### config.mk
export PLATFORM = sky130hd
export DESIGN_NAME = xoroshiro128plus_range_draw
export DESIGN_NICKNAME = d
export VERILOG_FILES = /design/src/xrd_pkg.sv /design/src/xrd_ctrl.sv /design/src/xrd_dpath.sv /design/src/xoroshiro128plus_range_draw.sv
export SDC_FILE = /design/constraint.sdc
export NUM_CORES = 1
export LEC_CHECK = 0
export ABC_AREA = 0
export BUFFER_PORTS_ARGS = -buffer_cell sky130_fd_sc_hd__buf_2
export CELL_PAD_IN_SITES_DETAIL_PLACEMENT = 2
export CELL_PAD_IN_SITES_GLOBAL_PLACEMENT = 2
export CORE_ASPECT_RATIO = 0.75
export CORE_UTILIZATION = 43
export DETAILED_ROUTE_END_ITERATION = 8
export PLACE_DENSITY = 0.9
export SYNTH_ARGS = -nofsm -noshare
export SYNTH_HDL_FRONTEND = slang
export SYNTH_HIERARCHICAL = 1
export SYNTH_SLANG_ARGS = --single-unit
export TNS_END_PERCENT = 5
### constraint.sdc
create_clock -name clk -period 78.4 [get_ports clk]
set_clock_uncertainty 0.2 [all_clocks]
set_input_delay 11.76 -clock clk [delete_from_list [all_inputs] [get_ports clk]]
set_output_delay 11.76 -clock clk [all_outputs]
set_load 0.02 [all_outputs]
### src/xrd_pkg.sv
package xrd_pkg;

    localparam int unsigned WORD_W = 64;
    localparam int unsigned CNT_W  = 6;

    localparam int unsigned ROT_A   = 55;
    localparam int unsigned SHIFT_A = 14;
    localparam int unsigned ROT_B   = 36;

    localparam logic [WORD_W-1:0] SEED_A_RST = 64'd1;
    localparam logic [WORD_W-1:0] SEED_B_RST = 64'd0;

    localparam logic CMD_DRAW   = 1'b0;
    localparam logic CMD_RESEED = 1'b1;

    localparam logic REG_SEED_A = 1'b0;
    localparam logic REG_SEED_B = 1'b1;

    localparam logic [CNT_W-1:0] CNT_LAST = CNT_W'(WORD_W - 1);

    typedef enum logic [1:0] {
        ST_IDLE,
        ST_DIV,
        ST_FINISH
    } state_t;

    typedef struct packed {
        logic load_seed;
        logic start;
        logic step;
        logic load_out;
    } xrd_cmd_t;

    typedef struct packed {
        logic span_zero;
        logic step_last;
    } xrd_sts_t;

    function automatic logic [WORD_W-1:0] rotl(input logic [WORD_W-1:0] v,
                                               input int unsigned n);
        rotl = (v << n) | (v >> (WORD_W - n));
    endfunction

endpackage

### src/xrd_ctrl.sv
module xrd_ctrl (
    input  logic            clk,
    input  logic            rst_n,
    input  logic            s_axis_tvalid,
    output logic            s_axis_tready,
    input  logic            s_axis_tuser,
    output logic            m_axis_tvalid,
    input  logic            m_axis_tready,
    input  xrd_pkg::xrd_sts_t sts,
    output xrd_pkg::xrd_cmd_t cmd
);
    import xrd_pkg::*;

    state_t state_reg;
    state_t state_next;
    logic   out_valid_reg;
    logic   out_valid_next;

    always_ff @(posedge clk or negedge rst_n)
    begin
        if (!rst_n)
        begin
            state_reg     <= ST_IDLE;
            out_valid_reg <= 1'b0;
        end
        else
        begin
            state_reg     <= state_next;
            out_valid_reg <= out_valid_next;
        end
    end

    always_comb
    begin
        state_next     = state_reg;
        cmd            = '0;
        s_axis_tready  = 1'b0;
        out_valid_next = out_valid_reg && !m_axis_tready;
        unique case (state_reg)
            ST_IDLE:
            begin
                s_axis_tready = 1'b1;
                if (s_axis_tvalid)
                begin
                    if (s_axis_tuser == CMD_RESEED)
                    begin
                        cmd.load_seed = 1'b1;
                    end
                    else
                    begin
                        cmd.start  = 1'b1;
                        state_next = sts.span_zero ? ST_FINISH : ST_DIV;
                    end
                end
            end
            ST_DIV:
            begin
                cmd.step = 1'b1;
                if (sts.step_last)
                begin
                    state_next = ST_FINISH;
                end
            end
            ST_FINISH:
            begin
                if (!out_valid_reg || m_axis_tready)
                begin
                    cmd.load_out   = 1'b1;
                    out_valid_next = 1'b1;
                    state_next     = ST_IDLE;
                end
            end
            default:
            begin
                state_next = ST_IDLE;
            end
        endcase
    end

    assign m_axis_tvalid = out_valid_reg;

endmodule

### src/xrd_dpath.sv
module xrd_dpath (
    input  logic                        clk,
    input  logic                        rst_n,
    input  logic                        cfg_we,
    input  logic                        cfg_index,
    input  logic [xrd_pkg::WORD_W-1:0]  cfg_data,
    input  logic [2*xrd_pkg::WORD_W-1:0] s_axis_tdata,
    output logic [2*xrd_pkg::WORD_W-1:0] m_axis_tdata,
    output logic                        m_axis_tuser,
    input  xrd_pkg::xrd_cmd_t           cmd,
    output xrd_pkg::xrd_sts_t           sts
);
    import xrd_pkg::*;

    logic [WORD_W-1:0] seed_a_reg, seed_a_next;
    logic [WORD_W-1:0] seed_b_reg, seed_b_next;
    logic [WORD_W-1:0] gen_a_reg, gen_a_next;
    logic [WORD_W-1:0] gen_b_reg, gen_b_next;
    logic [CNT_W-1:0]  cnt_reg, cnt_next;

    logic [WORD_W-1:0] lo_reg, lo_next;
    logic [WORD_W-1:0] span_reg, span_next;
    logic [WORD_W-1:0] raw_reg, raw_next;
    logic [WORD_W-1:0] dvd_reg, dvd_next;
    logic [WORD_W-1:0] rem_reg, rem_next;
    logic              zero_reg, zero_next;
    logic [WORD_W-1:0] ranged_out_reg, ranged_out_next;
    logic [WORD_W-1:0] raw_out_reg, raw_out_next;
    logic              zero_out_reg, zero_out_next;

    logic [WORD_W-1:0] in_lo;
    logic [WORD_W-1:0] in_hi;
    logic [WORD_W-1:0] in_span;
    logic [WORD_W-1:0] mix;
    logic [WORD_W:0]   rem_sh;
    logic [WORD_W:0]   rem_diff;

    assign in_lo   = s_axis_tdata[WORD_W-1:0];
    assign in_hi   = s_axis_tdata[2*WORD_W-1:WORD_W];
    assign in_span = in_hi - in_lo;
    assign mix     = gen_a_reg ^ gen_b_reg;
    assign rem_sh   = {rem_reg, dvd_reg[WORD_W-1]};
    assign rem_diff = rem_sh - {1'b0, span_reg};

    assign sts.span_zero = (in_span == '0);
    assign sts.step_last = (cnt_reg == CNT_LAST);

    always_comb
    begin
        seed_a_next     = seed_a_reg;
        seed_b_next     = seed_b_reg;
        gen_a_next      = gen_a_reg;
        gen_b_next      = gen_b_reg;
        cnt_next        = cnt_reg;
        lo_next         = lo_reg;
        span_next       = span_reg;
        raw_next        = raw_reg;
        dvd_next        = dvd_reg;
        rem_next        = rem_reg;
        zero_next       = zero_reg;
        ranged_out_next = ranged_out_reg;
        raw_out_next    = raw_out_reg;
        zero_out_next   = zero_out_reg;

        if (cfg_we)
        begin
            unique case (cfg_index)
                REG_SEED_A: seed_a_next = cfg_data;
                REG_SEED_B: seed_b_next = cfg_data;
                default:    seed_a_next = seed_a_reg;
            endcase
        end

        if (cmd.load_seed)
        begin
            gen_a_next = seed_a_reg;
            gen_b_next = seed_b_reg;
        end

        if (cmd.start)
        begin
            raw_next   = gen_a_reg + gen_b_reg;
            dvd_next   = gen_a_reg + gen_b_reg;
            gen_a_next = rotl(gen_a_reg, ROT_A) ^ mix ^ (mix << SHIFT_A);
            gen_b_next = rotl(mix, ROT_B);
            lo_next    = in_lo;
            span_next  = in_span;
            zero_next  = (in_span == '0);
            rem_next   = '0;
            cnt_next   = '0;
        end

        // restoring division, one quotient bit per cycle; only the remainder is kept
        if (cmd.step)
        begin
            if (!rem_diff[WORD_W])
            begin
                rem_next = rem_diff[WORD_W-1:0];
            end
            else
            begin
                rem_next = rem_sh[WORD_W-1:0];
            end
            dvd_next = {dvd_reg[WORD_W-2:0], 1'b0};
            cnt_next = cnt_reg + 1'b1;
        end

        if (cmd.load_out)
        begin
            ranged_out_next = rem_reg + lo_reg;
            raw_out_next    = raw_reg;
            zero_out_next   = zero_reg;
        end
    end

    always_ff @(posedge clk or negedge rst_n)
    begin
        if (!rst_n)
        begin
            seed_a_reg <= SEED_A_RST;
            seed_b_reg <= SEED_B_RST;
            gen_a_reg  <= SEED_A_RST;
            gen_b_reg  <= SEED_B_RST;
            cnt_reg    <= '0;
        end
        else
        begin
            seed_a_reg <= seed_a_next;
            seed_b_reg <= seed_b_next;
            gen_a_reg  <= gen_a_next;
            gen_b_reg  <= gen_b_next;
            cnt_reg    <= cnt_next;
        end
    end

    always_ff @(posedge clk)
    begin
        lo_reg         <= lo_next;
        span_reg       <= span_next;
        raw_reg        <= raw_next;
        dvd_reg        <= dvd_next;
        rem_reg        <= rem_next;
        zero_reg       <= zero_next;
        ranged_out_reg <= ranged_out_next;
        raw_out_reg    <= raw_out_next;
        zero_out_reg   <= zero_out_next;
    end

    assign m_axis_tdata = {raw_out_reg, ranged_out_reg};
    assign m_axis_tuser = zero_out_reg;

endmodule

### src/xoroshiro128plus_range_draw.sv
// xoroshiro128+ generator answering range draws.
// Input stream (s_axis): one word per command. tuser selects draw (0) or
// reseed (1); tdata carries lower_bound [63:0] and upper_bound [127:64].
// Output stream (m_axis): one word per draw, none per reseed. tdata carries
// ranged_value [63:0] and raw_value [127:64]; tuser is zero_span.
// Config port: cfg_we/cfg_index/cfg_data write seed_word_a (index 0) or
// seed_word_b (index 1); write only while idle. Seeds take effect on reseed.
// A reseed loads the generator from the seeds when it is accepted. A draw
// with a non-zero span goes from acceptance through the bit-serial
// restoring divider, which forms raw mod span, to the result register;
// a zero-span draw skips the divider. One word is worked on at a time; the
// next input word is taken once the previous result has moved into the
// output register, and back-to-back reseeds are taken every cycle.
// Reset loads seeds 1 and 0 and the generator state from them; the output
// register is empty. If the receiver stalls, the finished result waits in
// the output register, the next draw runs, then waits until it is free.
module xoroshiro128plus_range_draw (
    input  logic                         clk,
    input  logic                         rst_n,
    input  logic                         cfg_we,
    input  logic                         cfg_index,
    input  logic [xrd_pkg::WORD_W-1:0]   cfg_data,
    input  logic                         s_axis_tvalid,
    output logic                         s_axis_tready,
    input  logic [2*xrd_pkg::WORD_W-1:0] s_axis_tdata,  // lower_bound, upper_bound
    input  logic                         s_axis_tuser,  // command
    output logic                         m_axis_tvalid,
    input  logic                         m_axis_tready,
    output logic [2*xrd_pkg::WORD_W-1:0] m_axis_tdata,  // ranged_value, raw_value
    output logic                         m_axis_tuser   // zero_span
);
    import xrd_pkg::*;

    xrd_cmd_t cmd;
    xrd_sts_t sts;

    xrd_ctrl u_ctrl (
        .clk           (clk),
        .rst_n         (rst_n),
        .s_axis_tvalid (s_axis_tvalid),
        .s_axis_tready (s_axis_tready),
        .s_axis_tuser  (s_axis_tuser),
        .m_axis_tvalid (m_axis_tvalid),
        .m_axis_tready (m_axis_tready),
        .sts           (sts),
        .cmd           (cmd)
    );

    xrd_dpath u_dpath (
        .clk          (clk),
        .rst_n        (rst_n),
        .cfg_we       (cfg_we),
        .cfg_index    (cfg_index),
        .cfg_data     (cfg_data),
        .s_axis_tdata (s_axis_tdata),
        .m_axis_tdata (m_axis_tdata),
        .m_axis_tuser (m_axis_tuser),
        .cmd          (cmd),
        .sts          (sts)
    );

endmodule
==> impl_metrics.tcl <==
set metrics [dict create \
    status "complete, no violations" \
    synthDistinctLibCells 90 \
    clkPwrFrac_pct 18.9 \
    drt_iter0_drc 3719 \
    cts_tree "done" \
    start_kind "primary input" \
    layout-drive-gt1-share_pct 15.4 \
    fp.coreArea_mm2 0.0972 \
    worst_path_most_repeated_cell "or4_1" \
    clockRootBuffer "clkbuf_16" \
    fin_util_pct 49.1 \
    path_clk_slew_ns 0.06 \
    worst_pin_slew_ns 1.32 \
    synthFlopType "edfxtp_1" \
    antenna_found_initial 19 \
    grt_usage_pct 35.1 \
    sequentialPowerShare_pct 28.2 \
    fmax_ghz 0.0616 \
    cts_sinks 715 \
    leakagePower_uw 0.0199 \
    finalCriticalPeriod_ns 16.24 \
    critPathArrivalTime_ns 16.60 \
    rows 99 \
    yosysWarnings 6 \
    htree_levels 3 \
    mostFrequentLayoutCells "edfxtp_1, nand2_1, buf_2" \
    switchingPower_uw 1050 \
    hold_violations 0 \
    nets 4659 \
    grt_pass1_wl_mm 259 \
    irDropWorstVdd_uv 26.8 \
    p_comb_share_pct 52.9 \
    setup_viol 0 \
    gr-total-overflow 0 \
    die_w_um 364 \
    setup-tns-final_ns 0 \
    first_global_vias 38100 \
    critical_path.max_stage_delay_ns 0.55 \
    crit_fanout 6 \
    powerDensity_mw_per_mm2 46.6 \
    crit_required_ns 78.77 \
    drtAntennaViolNets 0 \
    clkLatencyLatePin_ns 0.72 \
    syn_area_per_cell_um2 10.6 \
    wl_per_cell_um 31.6 \
    die-height_um 273 \
    cap_violations 0 \
    relSlewSlack_pct 11.2 \
    crit_slowest_cell "o211ai_1" \
    post_cts_buffers 0 \
    p_sw_share_pct 47.2 \
    drt_pre_antenna_iters 5 \
    port_buffers 329 \
    dieArea_mm2 0.0993 \
    final.fill_count 9839 \
    async_reset_ff_share_pct 37.1 \
    initial_core_util_pct 43.4 \
    synth_fp_nets 4443 \
    finalCritPeriodShare_pct 20.7 \
    wl_mm 177 \
    path_class "primary input to register" \
    synth_enable_flop_cells 449 \
    postCtsHoldBufs 0 \
    rr_worst_depth 13 \
    hpwl_mm 127 \
    rsz0062_at_grt "no" \
    syn_to_final_growth_pct 13.3 \
    syn_inst 3986 \
    cts-resized-gates 0 \
    endpoint_kind "register" \
    cts_buffers 79 \
    vias 35300 \
    internal_power_uw 1170 \
    hold_path_depth 0 \
    drc 0 \
    clockBufferDepth 3 \
    slew_viol_final 0 \
    syn_area_mm2 0.0422 \
    viasPerCell 6.31 \
    gp_congestion 0.951 \
    ys_seq_area_share_pct 47.8 \
    synth-seq-cells 715 \
    pin_count 330 \
    final_common_cell "edfxtp_1" \
    cp_cell_sequence "buf_2 -> ha_1 -> fa_1 -> nor2b_1 -> o2111ai_1 -> nand2_1 -> a21oi_2 -> o211ai_1 -> a31oi_2 -> o41ai_1 -> xor2_1 -> or4_1 -> or3_1 -> or4_1 -> nor4_2 -> or4b_1 -> a21oi_1" \
    hp-class "register to register" \
    grt_max_degree 218 \
]
## path summary, 6_finish.rpt
kind | start | endpoint | slack, ns
worst max-delay path | s_axis_tdata[0] | u_ctrl/state_reg[0] | 62.16
worst min-delay path | u_dpath/raw_reg[42] | u_dpath/raw_out_reg[42] | 0.20
worst max register to register | u_dpath/rem_reg[12] | u_dpath/ranged_out_reg[61] | 72.23
worst min register to register | u_dpath/raw_reg[42] | u_dpath/raw_out_reg[42] | 0.20
max in group asynchronous | rst_n | u_dpath/seed_a_reg[13] | 64.55
min in group asynchronous | rst_n | u_dpath/seed_a_reg[56] | 10.96
## layer usage
| layer | vias up | wire length [um] | track usage [%] |
|---|---|---|---|
| met3 | 438 | 13400 | 7.77 |
| met1 | 18300 | 73400 | 45.7 |
| met4 | 6 | 8090 | 15.2 |
| met5 | - | 35 | 0 |
| li1 | 14900 | - | - |
| met2 | 1650 | 81900 | 56.1 |
## critical path: cells and delay by family
family	cells	cell delay, ns
buf+inv	1	0.11
simple gates	7	2.27
compound gates	6	1.65
fa+ha+maj	2	0.64
xor+xnor	1	0.16
## cell families (layout without fill, tap and decap cells)
family / Yosys count / count (layout) / synth area share [%]
other cells: 0 / 11 / 0
simple gates: 882 / 882 / 9.83
buf+inv: 414 / 696 / 3.72
compound gates: 1046 / 1046 / 15.7
fa+ha+maj: 258 / 258 / 7.73
xor+xnor: 355 / 355 / 7.38
flops: 715 / 715 / 47.8
mux: 316 / 316 / 7.88
## power by group through the flow
stage	Clock, uW	Combinational (uW)	Sequential, uW
floorplan	0	726	585
global placement	0	1020	613
detailed placement	0	1100	625
CTS	424	1140	623
global route	436	1220	631
finish	420	1180	627
## Yosys cell counts (6+ instances only)
cell | number | area [um^2]
edfxtp_1 | 449 | 13500
nand2_1 | 345 | 1290
a21oi_1 | 301 | 1510
o21ai_0 | 286 | 1430
dfrtp_1 | 263 | 6580
ha_1 | 254 | 3180
xnor2_1 | 241 | 2110
inv_1 | 199 | 747
clkbuf_1 | 194 | 728
nor2_1 | 192 | 721
mux2i_1 | 188 | 1880
a21o_1 | 136 | 1020
mux2_2 | 128 | 1440
xor2_1 | 114 | 998
nand3_1 | 59 | 295
nand4_1 | 59 | 369
a22o_1 | 55 | 482
o21bai_1 | 42 | 315
nor3_1 | 38 | 190
nor2b_1 | 36 | 225
a31oi_1 | 31 | 194
o21a_1 | 30 | 225
and3_1 | 29 | 181
and2_1 | 26 | 163
nand2b_1 | 26 | 163
o211ai_1 | 21 | 158
o31ai_1 | 18 | 135
nor4_1 | 13 | 81.3
a211o_1 | 11 | 96.3
buf_1 | 11 | 41.3
buf_2 | 10 | 50.1
or2_2 | 10 | 62.6
or4_1 | 10 | 75.1
a211oi_1 | 9 | 67.6
a21boi_0 | 8 | 60.1
a221oi_1 | 8 | 70.1
o31a_1 | 8 | 70.1
a221o_1 | 7 | 70.1
a31o_2 | 7 | 61.3
a41oi_1 | 7 | 61.3
and4_1 | 7 | 61.3
or3_1 | 7 | 43.8
o221ai_1 | 6 | 52.6
o41ai_1 | 6 | 52.6
## layout make-up
cell class	count	area (um^2)	area share, %
repair buffers	350	1840	3.85
inverters	199	752	1.57
well taps	1313	1640	3.44
multi-input cells	2857	20500	42.9
diodes	11	27.5	0.0576
clock buffers	98	2200	4.61
clock inverters	49	659	1.38
flip-flops and latches	715	20100	42.2
## stage by stage
step / std cells / power, uW / setup slack, ns / instance area, um^2 / hold WS [ns]
after global placement: 5434 / 1630 / 61.68 / 44900 / 0.202
after detailed placement: 5434 / 1720 / 61.52 / 44900 / 0.205
final: 5592 / 2230 / 62.16 / 47800 / 0.204
after floorplan: 3986 / 1310 / 42.28 / 42200 / 0.200
after global routing: 5589 / 2290 / 61.95 / 47800 / 0.207
after CTS: 5581 / 2180 / 62.23 / 47700 / 0.204
Power figures use the tool's default switching activity.
